## src/rtl/msli_pkg.sv

```systemverilog
// shared types and constants for the multiway sorted-list intersection block
`default_nettype none

package msli_pkg;

    localparam int OFS_W = 48;
    localparam int TAB_W = 16;
    localparam int MCNT_W = 7;

    typedef enum logic [1:0] {
        S_IDLE,
        S_MERGE,
        S_EMIT
    } t_state;

    typedef struct packed {
        logic [OFS_W-1:0] ofs;
        logic [TAB_W-1:0] tab;
    } t_cand;

endpackage

`default_nettype wire

```

## src/rtl/msli_cand_store.sv

```systemverilog
// candidate store: one-port-write, one-port-read memory with write-to-read forwarding
`default_nettype none

module msli_cand_store #(
    parameter int DEPTH = 64,
    parameter int AW    = 6
) (
    input  wire                   i_clk,
    input  wire                   i_rst_n,
    input  wire                   i_we,
    input  wire  [AW-1:0]         i_waddr,
    input  wire  msli_pkg::t_cand i_wdata,
    input  wire  [AW-1:0]         i_raddr,
    output msli_pkg::t_cand       o_rdata
);
    import msli_pkg::*;

    t_cand       r_mem [DEPTH];
    t_cand       r_rdata;
    t_cand       r_fwd_data;
    logic        r_fwd_hit;

    always_ff @(posedge i_clk) begin
        if (i_we) begin
            r_mem[i_waddr] <= i_wdata;
        end
        r_rdata    <= r_mem[i_raddr];
        r_fwd_data <= i_wdata;
    end

    // a read that hits the entry being written returns the new data
    always_ff @(posedge i_clk) begin
        if (!i_rst_n) begin
            r_fwd_hit <= 1'b0;
        end else begin
            r_fwd_hit <= i_we && (i_waddr == i_raddr);
        end
    end

    assign o_rdata = r_fwd_hit ? r_fwd_data : r_rdata;

endmodule

`default_nettype wire

```

## config.mk

```make
export PLATFORM = sky130hd
export DESIGN_NAME = msli_cand_store
export DESIGN_NICKNAME = d
export VERILOG_FILES = /design/src/rtl/msli_pkg.sv /design/src/rtl/msli_cand_store.sv
export SDC_FILE = /design/constraint.sdc
export NUM_CORES = 2
export LEC_CHECK = 0
export BUFFER_PORTS_ARGS = -buffer_cell sky130_fd_sc_hd__buf_2
export CORE_ASPECT_RATIO = 1.25
export CORE_MARGIN = 5
export CORE_UTILIZATION = 35
export DETAILED_ROUTE_END_ITERATION = 16
export GPL_ROUTABILITY_DRIVEN = 0
export PLACE_DENSITY = 0.47
export SLEW_MARGIN = 20
export SYNTH_ARGS = -nofsm -noshare
export SYNTH_HDL_FRONTEND = slang
export SYNTH_SLANG_ARGS = --single-unit
```

## constraint.sdc

```tcl
create_clock -name i_clk -period 6.5 [get_ports i_clk]
set_input_delay 0 -clock i_clk [delete_from_list [all_inputs] [get_ports i_clk]]
set_output_delay 0 -clock i_clk [all_outputs]
set_load 0.005 [all_outputs]
```

==> reports/results.txt <==
Later-pin clock latency in the skew report -> 1000 ps
GRT Total Usage -> 21.7%
Syn Area/Cell -> 23.8 sq um
Die Height -> 761 um
Status -> finished, final reports clean
# IOs -> 143
CTS resizes -> 0
Slowest-stage cell, CP -> buf_4
Fin. max-slew vios -> 0
Yosys warning count -> 0
Crit Reg-Reg Startpoint -> r_mem[22][11]
Fillcell total -> 39.8k
Crit Path Max Fanout -> 44
Number of synthesized flops with an enable pin -> 4096
Main synth FF type -> edfxtp_1
Met3 wire length -> 30500 um
CP startpoint -> i_raddr[2]
Number of H-tree levels -> 5
Largest net degree at the start of global routing -> 96
Final Non-Filler Cells -> 13.6k
Final WS setup -> 3010 ps
Area grow syn2layout -> 15.1%
Port Buffers -> 142
Via count -> 76.9k
ANT nets after route -> 0
DRC viols -> 0
Worst-path clk slew -> 60 ps
WL met1 -> 209000 um
Power Total -> 57.1 mW
HPWL Detailed -> 283000 um
Layout cells sized above 1 -> 28.9%
Vias in the first global route -> 79.0k
VDD IR max -> 243 uV
Clock root buffer master -> clkbuf_16
Initial core utilization -> 35.0%
CTS buffer count -> 427
Seq/Total Area, Yosys -> 79.5%
Cell Area, Synth -> 158000 sq um
Max-cap violations -> 0
Placed cells -> 12.7k
Clock sinks -> 4225
Longest Clk Path Bufs -> 4
Drt wl/cell -> 38.1 um
Worst path cell trace -> dlygate4sd3_1, buf_8, buf_4, nand2_1, o221ai_1, nor2_1, dlygate4sd3_1, o211a_1, dlygate4sd3_1
Worst path arrival time -> 4380 ps
Routed wl met2 -> 261000 um
Drt first pass iters -> 5
Max incr delay on CP -> 760 ps
Chip width -> 611 um
First-pass GRT wire length -> 697000 um
1st-iter DRT viols -> 8372
Most frequent cells in the layout -> 4096 x edfxtp_1, 1024 x mux4_2, 434 x clkbuf_16
Power per cell area -> 314 nW/um^2
Setup violators final -> 0
CP most frequent cell -> dlygate4sd3_1
Gate Count Post-Synth -> 6652
Crit start category -> input port
Leak pwr -> 56.1 nW
Fin Clk Skew -> 55.0 ps
Vias/cell -> 5.67
Total gr overflow -> 0
Initial antenna violation count -> 41
Setup CP Type -> input port to flop
Cts hold-fix bufs -> 77
Row cnt -> 276
Postcts setup bufs -> 0
Most area-hungry cell type in the Yosys netlist -> edfxtp_1
Highest routed layer -> met5
Post-Syn Nets -> 6731
Hold/Removal Path Class -> input port to flop
RSZ-0062 raised after global routing -> no
WP data required -> 7390 ps
Synth top area share -> 77.8%
Asr flop ratio synth -> 0%
Setup_tns -> 0 ps
Tmin final -> 3490 ps
Post-Route WL -> 516000 um
Tightest Pin Transition -> 1220 ps
Most common cell after layout, fill and taps aside -> edfxtp_1
Hold path start -> i_wdata[20]
Fmax achieved -> 286 MHz
Slew HR -> 19.0%
Synth cell types -> 36
#FFs+latches synth -> 4225
CTS tree -> yes
Pre-CTS WS -> 3010 ps
Largest cells by area after synthesis -> edfxtp_1 78%, mux4_2 15%, dfxtp_1 1.6%
Total core area -> 451000 sq um
Final hold viol count -> 0
Die area -> 465000 sq um
Setup crit end kind -> flop
Fin crit share -> 53.7%
Final net count -> 7280
==> flip-flops by register name, summed over array words and instances, names as in the netlist <==
register,count
r_mem,4096
r_fwd_data,64
r_fwd_hit,1
r_rdata,64
==> power breakdown <==
| part | switching [mW] | total, mW | internal [mW] |
|---|---|---|---|
| Combinational | 1.84 | 2.84 | 1.01 |
| Sequential | 0.117 | 30.2 | 30.1 |
| Clock | 10.6 | 24.1 | 13.4 |
==> critical path: cells and delay by family <==
| family | cells | cell delay [ps] |
|---|---|---|
| buffers and inverters | 5 | 2850 |
| AND/OR/NAND/NOR | 2 | 780 |
| AO/OA/AOI/OAI | 2 | 580 |
==> synth_stat cells (all sizes together), types with 3 or more instances <==
| cell | number |
|---|---|
| xnor2 | 4 |
| nor2 | 112 |
| nand2b | 9 |
| nor2b | 9 |
| nand3b | 22 |
| nand3 | 118 |
| o22ai | 127 |
| o221ai | 45 |
| or3b | 4 |
| clkbuf | 133 |
| dfxtp | 129 |
| mux4 | 1024 |
| edfxtp | 4096 |
| and2 | 3 |
| nand2 | 8 |
| a211oi | 63 |
| buf | 245 |
| a22oi | 256 |
| mux2 | 64 |
| mux2i | 103 |
| o211a | 64 |
| or3 | 3 |
==> cells by family after synthesis <==
| family | count (synthesis) | synth area share, % |
|---|---|---|
| multiplexers | 1191 | 15.7 |
| buffers and inverters | 378 | 1.20 |
| flip-flops | 4225 | 79.5 |
| AND/OR/NAND/NOR | 296 | 0.915 |
| AO/OA/AOI/OAI | 556 | 2.68 |
| XOR/XNOR | 6 | 0.0333 |
==> metal layers <==
| metal | up-vias | GRT usage, % |
|---|---|---|
| met1 | 43300 | 29.3 |
| met2 | 2977 | 37.4 |
| met3 | 669 | 2.70 |
| li1 | 29900 | - |
| met4 | 6 | 5.67 |
| met5 | - | 0 |
==> cell type report <==
cell class	count	area [sq um]	share of cell area [%]
timing repair buffer	498	4150	2.28
tap	5977	7480	4.11
multi-input combinational	2049	31100	17.1
sequential	4225	126000	69.0
clock inverter	236	2040	1.12
antenna	6	15.0	0.00825
clock buffer	564	11500	6.35
==> final timing paths <==
path	slack, ps	cells after the start	end
setup / recovery	3010	9	r_rdata[11]
hold / removal	10	2	r_fwd_data[20]
setup reg to reg	3950	6	r_rdata[11]
hold reg to reg	830	4	r_rdata[18]
==> through the flow <==
stage | hold WS, ps | utilization (%) | cell area (sq um)
3_3_place_gp | 508 | 37.1 | 167000
5_1_grt | 12.9 | 40.3 | 182000
2_1_floorplan | 27.7 | - | 158000
6_report | 11.2 | 40.3 | 182000
4_1_cts | 2.14 | 40.3 | 182000
3_5_place_dp | 493 | 37.1 | 167000
Note: power is estimated with default switching activity, not from simulation.
